### src/rtl/core/kal_pkg.sv
// ----------------------------------------------------------------------------
// kal_pkg: shared types and constants of the scalar Kalman angle filter
// Operand widths of the shared multiplier, fixed-point constants of the
// filter, the reciprocal used for the gyro scaling and the clamp helper for
// the angle path.
// ----------------------------------------------------------------------------
package kal_pkg;

  localparam int MUL_A_W = 33;
  localparam int MUL_B_W = 32;
  localparam int PROD_W = MUL_A_W + MUL_B_W;

  localparam int DEN_W = 33;
  localparam int DELTA_W = 25;

  localparam logic [DEN_W-1:0] GYRO_DIV = 33'd33536;
  localparam logic [15:0] GYRO_HALF = 16'd16768;
  localparam logic [31:0] GYRO_RECIP = 32'd4196609267;
  localparam int GYRO_RECIP_SHIFT = 39;
  localparam logic [31:0] VAR_ONE = 32'd16777216;

  localparam logic [31:0] TIME_STEP_RST = 32'd167772;
  localparam logic [31:0] PROC_NOISE_RST = 32'd33554;
  localparam logic [31:0] MEAS_NOISE_RST = 32'd503316;

  localparam logic [1:0] REG_TIME_STEP = 2'd0;
  localparam logic [1:0] REG_PROC_NOISE = 2'd1;
  localparam logic [1:0] REG_MEAS_NOISE = 2'd2;

  typedef struct packed {
    logic signed [31:0] value;
    logic               sat;
  } clamp_t;

  function automatic clamp_t clamp_angle(input logic signed [33:0] v);
    clamp_t r;
    if (v > 34'sd2147483647) begin
      r.value = 32'sh7FFFFFFF;
      r.sat = 1'b1;
    end else if (v < -34'sd2147483648) begin
      r.value = 32'sh80000000;
      r.sat = 1'b1;
    end else begin
      r.value = v[31:0];
      r.sat = 1'b0;
    end
    return r;
  endfunction

endpackage

### src/rtl/core/kal_div.sv
// ----------------------------------------------------------------------------
// kal_div: iterative restoring divider
// Produces one quotient bit per cycle. The caller preloads the partial
// remainder with the upper numerator bits and the low bits top-aligned.
// ----------------------------------------------------------------------------
module kal_div #(
  parameter int DEN_W = 33,
  parameter int QW = 25,
  parameter int CNT_W = 5
) (
  input  logic             clk,
  input  logic             rst,
  input  logic             start,
  input  logic [DEN_W-1:0] rem_init,
  input  logic [QW-1:0]    low_init,
  input  logic [DEN_W-1:0] den,
  input  logic [CNT_W-1:0] steps,
  output logic             done,
  output logic [QW-1:0]    quo
);

  logic [DEN_W-1:0] rem;
  logic [QW-1:0]    low;
  logic [DEN_W-1:0] den_q;
  logic [CNT_W-1:0] cnt;
  logic             busy;
  logic [DEN_W:0]   shifted;
  logic [DEN_W+1:0] diff;
  logic             ge;

  always_comb begin
    shifted = {rem, low[QW-1]};
    diff = {1'b0, shifted} - {2'b00, den_q};
    ge = !diff[DEN_W+1];
  end

  always_ff @(posedge clk) begin
    if (rst) begin
      busy <= 1'b0;
      done <= 1'b0;
      cnt <= '0;
    end else begin
      done <= 1'b0;
      if (start) begin
        busy <= 1'b1;
        cnt <= steps;
        rem <= rem_init;
        low <= low_init;
        den_q <= den;
      end else if (busy) begin
        rem <= ge ? diff[DEN_W-1:0] : shifted[DEN_W-1:0];
        low <= {low[QW-2:0], ge};
        cnt <= cnt - 1'b1;
        if (cnt == CNT_W'(1)) begin
          busy <= 1'b0;
          done <= 1'b1;
        end
      end
    end
  end

  assign quo = low;

endmodule

### src/rtl/core/kal_mul.sv
// ----------------------------------------------------------------------------
// kal_mul: shared unsigned multiplier
// One registered product per cycle while en is high; the sequencer steers the operands.
// ----------------------------------------------------------------------------
module kal_mul import kal_pkg::*; (
  input  logic               clk,
  input  logic               en,
  input  logic [MUL_A_W-1:0] a,
  input  logic [MUL_B_W-1:0] b,
  output logic [PROD_W-1:0]  prod
);

  always_ff @(posedge clk) begin
    if (en) begin
      prod <= PROD_W'(a) * PROD_W'(b);
    end
  end

endmodule

### src/rtl/core/scalar_kalman_angle_filter_unit.sv
// ----------------------------------------------------------------------------
// scalar_kalman_angle_filter_unit: one-axis Kalman filter, gyro and accel
// An update request steps through S_PMUL, S_DMUL, S_GAIN, S_GWAIT for the
// serial gain divide (skipped when the sum s_reg is zero), S_CMUL, S_CORR and
// S_VAR to S_DONE; an init request goes straight to S_DONE. A new request is
// taken in S_IDLE, to which S_DONE returns once the output register is free.
// Synchronous reset restores the register defaults, zero angle and unit variance.
// ----------------------------------------------------------------------------
module scalar_kalman_angle_filter_unit import kal_pkg::*; #(
  parameter int GAIN_FRAC_BITS = 24
) (
  input  logic               clk,
  input  logic               rst,
  input  logic               in_valid,
  output logic               in_ready,
  input  logic               req_type,
  input  logic signed [31:0] acc_angle,
  input  logic signed [15:0] gyro_raw,
  output logic               out_valid,
  input  logic               out_ready,
  output logic signed [31:0] angle_out,
  output logic               saturated,
  input  logic               cfg_we,
  input  logic [1:0]         cfg_index,
  input  logic [31:0]        cfg_data
);

  localparam int G = GAIN_FRAC_BITS;
  localparam int KW = G + 1;
  localparam int NUM_W = G + 33;
  localparam int CNT_W = $clog2(KW + 1);
  localparam logic [KW-1:0] ONE_GAIN = {1'b1, {G{1'b0}}};
  localparam logic [PROD_W-1:0] HALF_GAIN = PROD_W'(1) << (G - 1);

  localparam logic [3:0] S_IDLE = 4'd0;
  localparam logic [3:0] S_PMUL = 4'd1;
  localparam logic [3:0] S_DMUL = 4'd2;
  localparam logic [3:0] S_GAIN = 4'd3;
  localparam logic [3:0] S_GWAIT = 4'd4;
  localparam logic [3:0] S_CMUL = 4'd5;
  localparam logic [3:0] S_CORR = 4'd6;
  localparam logic [3:0] S_VAR = 4'd7;
  localparam logic [3:0] S_DONE = 4'd8;

  logic [3:0]         state;
  logic [23:0]        time_step;
  logic [31:0]        process_noise;
  logic [31:0]        measurement_noise;
  logic signed [31:0] angle_est;
  logic [31:0]        var_est;

  logic signed [31:0] acc_q;
  logic signed [15:0] gyro_q;
  logic [31:0]        p_reg;
  logic [32:0]        s_reg;
  logic signed [31:0] ang_reg;
  logic [KW-1:0]      gain;
  logic               err_neg;
  logic               sat_acc;

  logic               mul_en;
  logic [MUL_A_W-1:0] mul_a;
  logic [MUL_B_W-1:0] mul_b;
  logic [PROD_W-1:0]  prod;

  logic               div_start;
  logic [DEN_W-1:0]   div_rem_init;
  logic [KW-1:0]      div_low_init;
  logic [DEN_W-1:0]   div_den;
  logic [CNT_W-1:0]   div_steps;
  logic               div_done;
  logic [KW-1:0]      div_quo;

  logic [32:0]        p_sum;
  logic [31:0]        p_val;
  logic [32:0]        s_sum;
  logic               gyro_neg;
  logic [15:0]        gyro_mag;
  logic [39:0]        dnum;
  logic [NUM_W-1:0]   gnum;
  logic [DELTA_W-1:0] dq;
  logic signed [25:0] delta_s;
  logic signed [33:0] ang_sum;
  clamp_t             pred;
  logic signed [32:0] err;
  logic [32:0]        err_mag;
  logic [PROD_W-1:0]  rnd;
  logic [32:0]        corr_mag;
  logic signed [33:0] corr_s;
  logic signed [33:0] fin_sum;
  clamp_t             fin;

  always_comb begin
    p_sum = {1'b0, var_est} + {1'b0, process_noise};
    p_val = p_sum[32] ? 32'hFFFFFFFF : p_sum[31:0];
    s_sum = {1'b0, p_reg} + {1'b0, measurement_noise};
    gyro_neg = gyro_q[15];
    gyro_mag = gyro_neg ? (~gyro_q + 16'd1) : gyro_q;
    dnum = prod[39:0] + 40'(GYRO_HALF);
    gnum = (NUM_W'(p_reg) << G) + NUM_W'(s_reg[32:1]);
    dq = prod[GYRO_RECIP_SHIFT +: DELTA_W];
    delta_s = gyro_neg ? -$signed({1'b0, dq}) : $signed({1'b0, dq});
    ang_sum = 34'(angle_est) + 34'(delta_s);
    pred = clamp_angle(ang_sum);
    err = 33'(acc_q) - 33'(ang_reg);
    err_mag = err[32] ? 33'(-err) : 33'(err);
    rnd = prod + HALF_GAIN;
    corr_mag = rnd[G+32:G];
    corr_s = err_neg ? -$signed({1'b0, corr_mag}) : $signed({1'b0, corr_mag});
    fin_sum = 34'(ang_reg) + corr_s;
    fin = clamp_angle(fin_sum);
  end

  always_comb begin
    mul_en = 1'b0;
    mul_a = MUL_A_W'(gyro_mag);
    mul_b = MUL_B_W'(time_step);
    case (state)
      S_PMUL: begin
        mul_en = 1'b1;
      end
      S_DMUL: begin
        mul_en = 1'b1;
        mul_a = MUL_A_W'(dnum[39:8]);
        mul_b = GYRO_RECIP;
      end
      S_CMUL: begin
        mul_en = 1'b1;
        mul_a = err_mag;
        mul_b = MUL_B_W'(gain);
      end
      S_CORR: begin
        mul_en = 1'b1;
        mul_a = MUL_A_W'(ONE_GAIN - gain);
        mul_b = p_reg;
      end
      default: begin
        mul_en = 1'b0;
      end
    endcase
  end

  always_comb begin
    div_start = (state == S_GAIN) && (s_reg != 33'd0);
    div_rem_init = DEN_W'(gnum >> KW);
    div_low_init = gnum[KW-1:0];
    div_den = s_reg;
    div_steps = CNT_W'(KW);
  end

  kal_mul u_mul (
    .clk  (clk),
    .en   (mul_en),
    .a    (mul_a),
    .b    (mul_b),
    .prod (prod)
  );

  kal_div #(
    .DEN_W (DEN_W),
    .QW    (KW),
    .CNT_W (CNT_W)
  ) u_div (
    .clk      (clk),
    .rst      (rst),
    .start    (div_start),
    .rem_init (div_rem_init),
    .low_init (div_low_init),
    .den      (div_den),
    .steps    (div_steps),
    .done     (div_done),
    .quo      (div_quo)
  );

  assign in_ready = (state == S_IDLE);

  always_ff @(posedge clk) begin
    if (rst) begin
      state <= S_IDLE;
      out_valid <= 1'b0;
      time_step <= TIME_STEP_RST[23:0];
      process_noise <= PROC_NOISE_RST;
      measurement_noise <= MEAS_NOISE_RST;
      angle_est <= '0;
      var_est <= VAR_ONE;
    end else begin
      if (cfg_we) begin
        case (cfg_index)
          REG_TIME_STEP: time_step <= cfg_data[23:0];
          REG_PROC_NOISE: process_noise <= cfg_data;
          REG_MEAS_NOISE: measurement_noise <= cfg_data;
          default: begin
          end
        endcase
      end
      if (out_valid && out_ready && (state != S_DONE)) begin
        out_valid <= 1'b0;
      end
      case (state)
        S_IDLE: begin
          if (in_valid) begin
            acc_q <= acc_angle;
            gyro_q <= gyro_raw;
            sat_acc <= 1'b0;
            if (req_type) begin
              angle_est <= acc_angle;
              var_est <= VAR_ONE;
              state <= S_DONE;
            end else begin
              state <= S_PMUL;
            end
          end
        end
        S_PMUL: begin
          p_reg <= p_val;
          sat_acc <= p_sum[32];
          state <= S_DMUL;
        end
        S_DMUL: begin
          s_reg <= s_sum;
          state <= S_GAIN;
        end
        S_GAIN: begin
          ang_reg <= pred.value;
          sat_acc <= sat_acc | pred.sat;
          if (s_reg == 33'd0) begin
            gain <= ONE_GAIN;
            state <= S_CMUL;
          end else begin
            state <= S_GWAIT;
          end
        end
        S_GWAIT: begin
          if (div_done) begin
            gain <= div_quo;
            state <= S_CMUL;
          end
        end
        S_CMUL: begin
          err_neg <= err[32];
          state <= S_CORR;
        end
        S_CORR: begin
          angle_est <= fin.value;
          state <= S_VAR;
        end
        S_VAR: begin
          var_est <= rnd[G+31:G];
          state <= S_DONE;
        end
        S_DONE: begin
          if (!out_valid || out_ready) begin
            out_valid <= 1'b1;
            angle_out <= angle_est;
            saturated <= sat_acc;
            state <= S_IDLE;
          end
        end
        default: begin
          state <= S_IDLE;
        end
      endcase
    end
  end

`ifndef SYNTHESIS
  a_div_done_in_wait: assert property (@(posedge clk) disable iff (rst)
    div_done |-> (state == S_GWAIT))
    else $error("Divider finished outside the gain wait state.");

  a_init_loads_unit_var: assert property (@(posedge clk) disable iff (rst)
    (in_valid && in_ready && req_type) |=> (state == S_DONE && var_est == VAR_ONE))
    else $error("Init request did not load the unit variance.");

  a_gain_bounded: assert property (@(posedge clk) disable iff (rst)
    (state == S_CMUL) |-> (gain <= ONE_GAIN))
    else $error("Kalman gain exceeds one.");

  a_result_waits: assert property (@(posedge clk) disable iff (rst)
    (state == S_DONE && out_valid && !out_ready) |=> (state == S_DONE))
    else $error("Result overwritten while the previous one is pending.");
`endif

endmodule
### config.mk
export PLATFORM = sky130hd
export DESIGN_NAME = scalar_kalman_angle_filter_unit
export DESIGN_NICKNAME = d
export VERILOG_FILES = /design/src/rtl/core/kal_pkg.sv /design/src/rtl/core/kal_div.sv /design/src/rtl/core/kal_mul.sv /design/src/rtl/core/scalar_kalman_angle_filter_unit.sv
export SDC_FILE = /design/constraint.sdc
export NUM_CORES = 2
export LEC_CHECK = 0
export BUFFER_PORTS_ARGS = -buffer_cell sky130_fd_sc_hd__buf_4
export CAP_MARGIN = 5
export CORE_ASPECT_RATIO = 0.75
export CORE_UTILIZATION = 60
export DETAILED_ROUTE_END_ITERATION = 8
export PLACE_DENSITY = 0.77
export RECOVER_POWER = 50
export SETUP_SLACK_MARGIN = 0.15
export SLEW_MARGIN = 20
export SYNTH_ARGS = -nofsm -noshare
export SYNTH_HDL_FRONTEND = slang
export SYNTH_HIERARCHICAL = 1
export SYNTH_SLANG_ARGS = --single-unit
### constraint.sdc
create_clock -name clk -period 14.4 [get_ports clk]
set_input_delay 2.16 -clock clk [delete_from_list [all_inputs] [get_ports clk]]
set_output_delay 2.16 -clock clk [all_outputs]
set_load 0.1 [all_outputs]
==> results.cfg <==
[cells_and_area]
final_cell_area_sq_um = 72400
largest_reg_flops = 57
drive_above_1_share = 0.0609
fillers = 9220
area_delta_synth_final_pct = 5.93
fin_cells = 9035
largest_register = u_mul/prod
layout_commonest_cell = inv_1
layout_common_cells = inv_1 (1143), nand2_1 (1066), fa_1 (933), and2_1 (514), ha_1 (476)
final_nets = 8975

[clocking]
cts_sinks = 517
htree_levels = 2
cts_repair_resize_count = 0
clk_pin_slew_ns = 0.07
insertion_delay_ns = 0.62
hold_buffers = 0
cts_inserted_buffers = 47
cts_buffer_depth = 3
cts_tree = done
cts-root-buf = clkbuf_16
post_cts_buffers = 0

[worst_setup_path]
crit_start = acc_q[0]
critPathArrivalTime_ns = 13.54
critical_path_class = flop to flop
r2r-start = acc_q[0]
cp-start-kind = flop
crit_top_cell = fa_1
crit_path_end_kind = flop
slowest_delay_ns = 0.89
cp_max_fo = 19
required_ns = 14.77
cp_slowest_cell = nor4bb_1

[die]
fp-row-count = 106
start_util = 0.609
core_sq_um = 112000
die_x_um = 392
io_pins = 123
die_h_um = 294
die_area_sq_um = 115000

[routing]
drt_pass1_iterations = 7
drtIter0Drc = 6249
vias_per_cell = 6.11
wirelength_mm = 205
post_drt_wl_per_cell_um = 22.7
drc = 0
vias = 55200
route.antenna.remaining_nets = 0

[grt]
antenna_found_initial = 4
grt_util_all_layers = 0.360
grt_max_degree = 69
grt_pass1_wl_mm = 318
first_global_vias = 54500
grt_overflow = 0

[logic_synthesis]
synth_cells = 7575
netlist_area_sq_um = 68300
yosys_warnings = 6
avgSynthCellArea_sq_um = 9.02

[placed_design]
place_area_sq_um = 70800
dp_cells = 8941
io_buffers = 122
gp_congestion = 1.02
dp_hpwl_mm = 160

[sta]
clock-skew-final_ns = 0.0238
layout_worst_path_cycle_share = 0.914
worst_slew_pin_slew_ns = 3.60
drv_slew = 383
hold_violations = 0
rsz0062_at_grt = no
fmax_ghz = 0.0760
relSlewSlack = -1.40
fin_crit_ns = 13.16
setup_viol_count_final = 0
fin_setup_tns_ns = 0

[status]
status = complete, but fails checks
violations = max-capacitance violations, max-slew violations

[min_path]
hold_class = flop to flop
worstHoldStart = div_den[0]

[job]
max-cap-violations = 10
critical path: cells and delay by family (launching register included):
kind | cells | cell delay [ns]
compound gates | 12 | 3.86
flops | 1 | 0.37
simple gates | 7 | 2.64
fa+ha+maj | 11 | 4.93
buf+inv | 7 | 0.80
xor+xnor | 2 | 0.26
layer usage:
layer	global-route usage	vias to the layer above	part of all wire
met3	0.0858	425	0.12
met5	0	-	0
met1	0.531	27400	0.42
li1	-	24400	-
met2	0.519	3078	0.42
met4	0.119	0	0.037
layout make-up:
cell class | count | area [sq um] | area share
diodes | 6 | 15.0 | 0.000208
repair buffers | 237 | 1630 | 0.0225
clock inverters | 23 | 226 | 0.00313
multi-input cells | 5529 | 49000 | 0.677
well taps | 1512 | 1890 | 0.0261
inverters | 1146 | 4300 | 0.0595
flip-flops and latches | 517 | 13900 | 0.192
clock buffers | 65 | 1450 | 0.0200
path summary, 6_finish.rpt:
| check | endpoint | slack (ns) | cells past startpoint |
|---|---|---|---|
| max reg2reg | u_mul/prod[54] | 1.24 | 39 |
| max | u_mul/prod[54] | 1.24 | 39 |
| min reg2reg | u_div/den_q[0] | 0.45 | 0 |
| min | u_div/den_q[0] | 0.45 | 0 |
through the flow:
| step | util | setup slack, ns | hold slack, ns |
|---|---|---|---|
| 5_1_grt | 0.645 | 0.804 | 0.457 |
| 3_3_place_gp | 0.631 | 1.83 | 0.437 |
| 4_1_cts | 0.646 | 1.55 | 0.451 |
| 2_1_floorplan | - | 3.51 | 0.427 |
| 3_5_place_dp | 0.631 | 1.62 | 0.435 |
| 6_report | 0.645 | 1.24 | 0.451 |
Power is left out: the tool's default activity adds up to more than one toggle a clock period on the data nets, which glitch-free logic cannot reach.
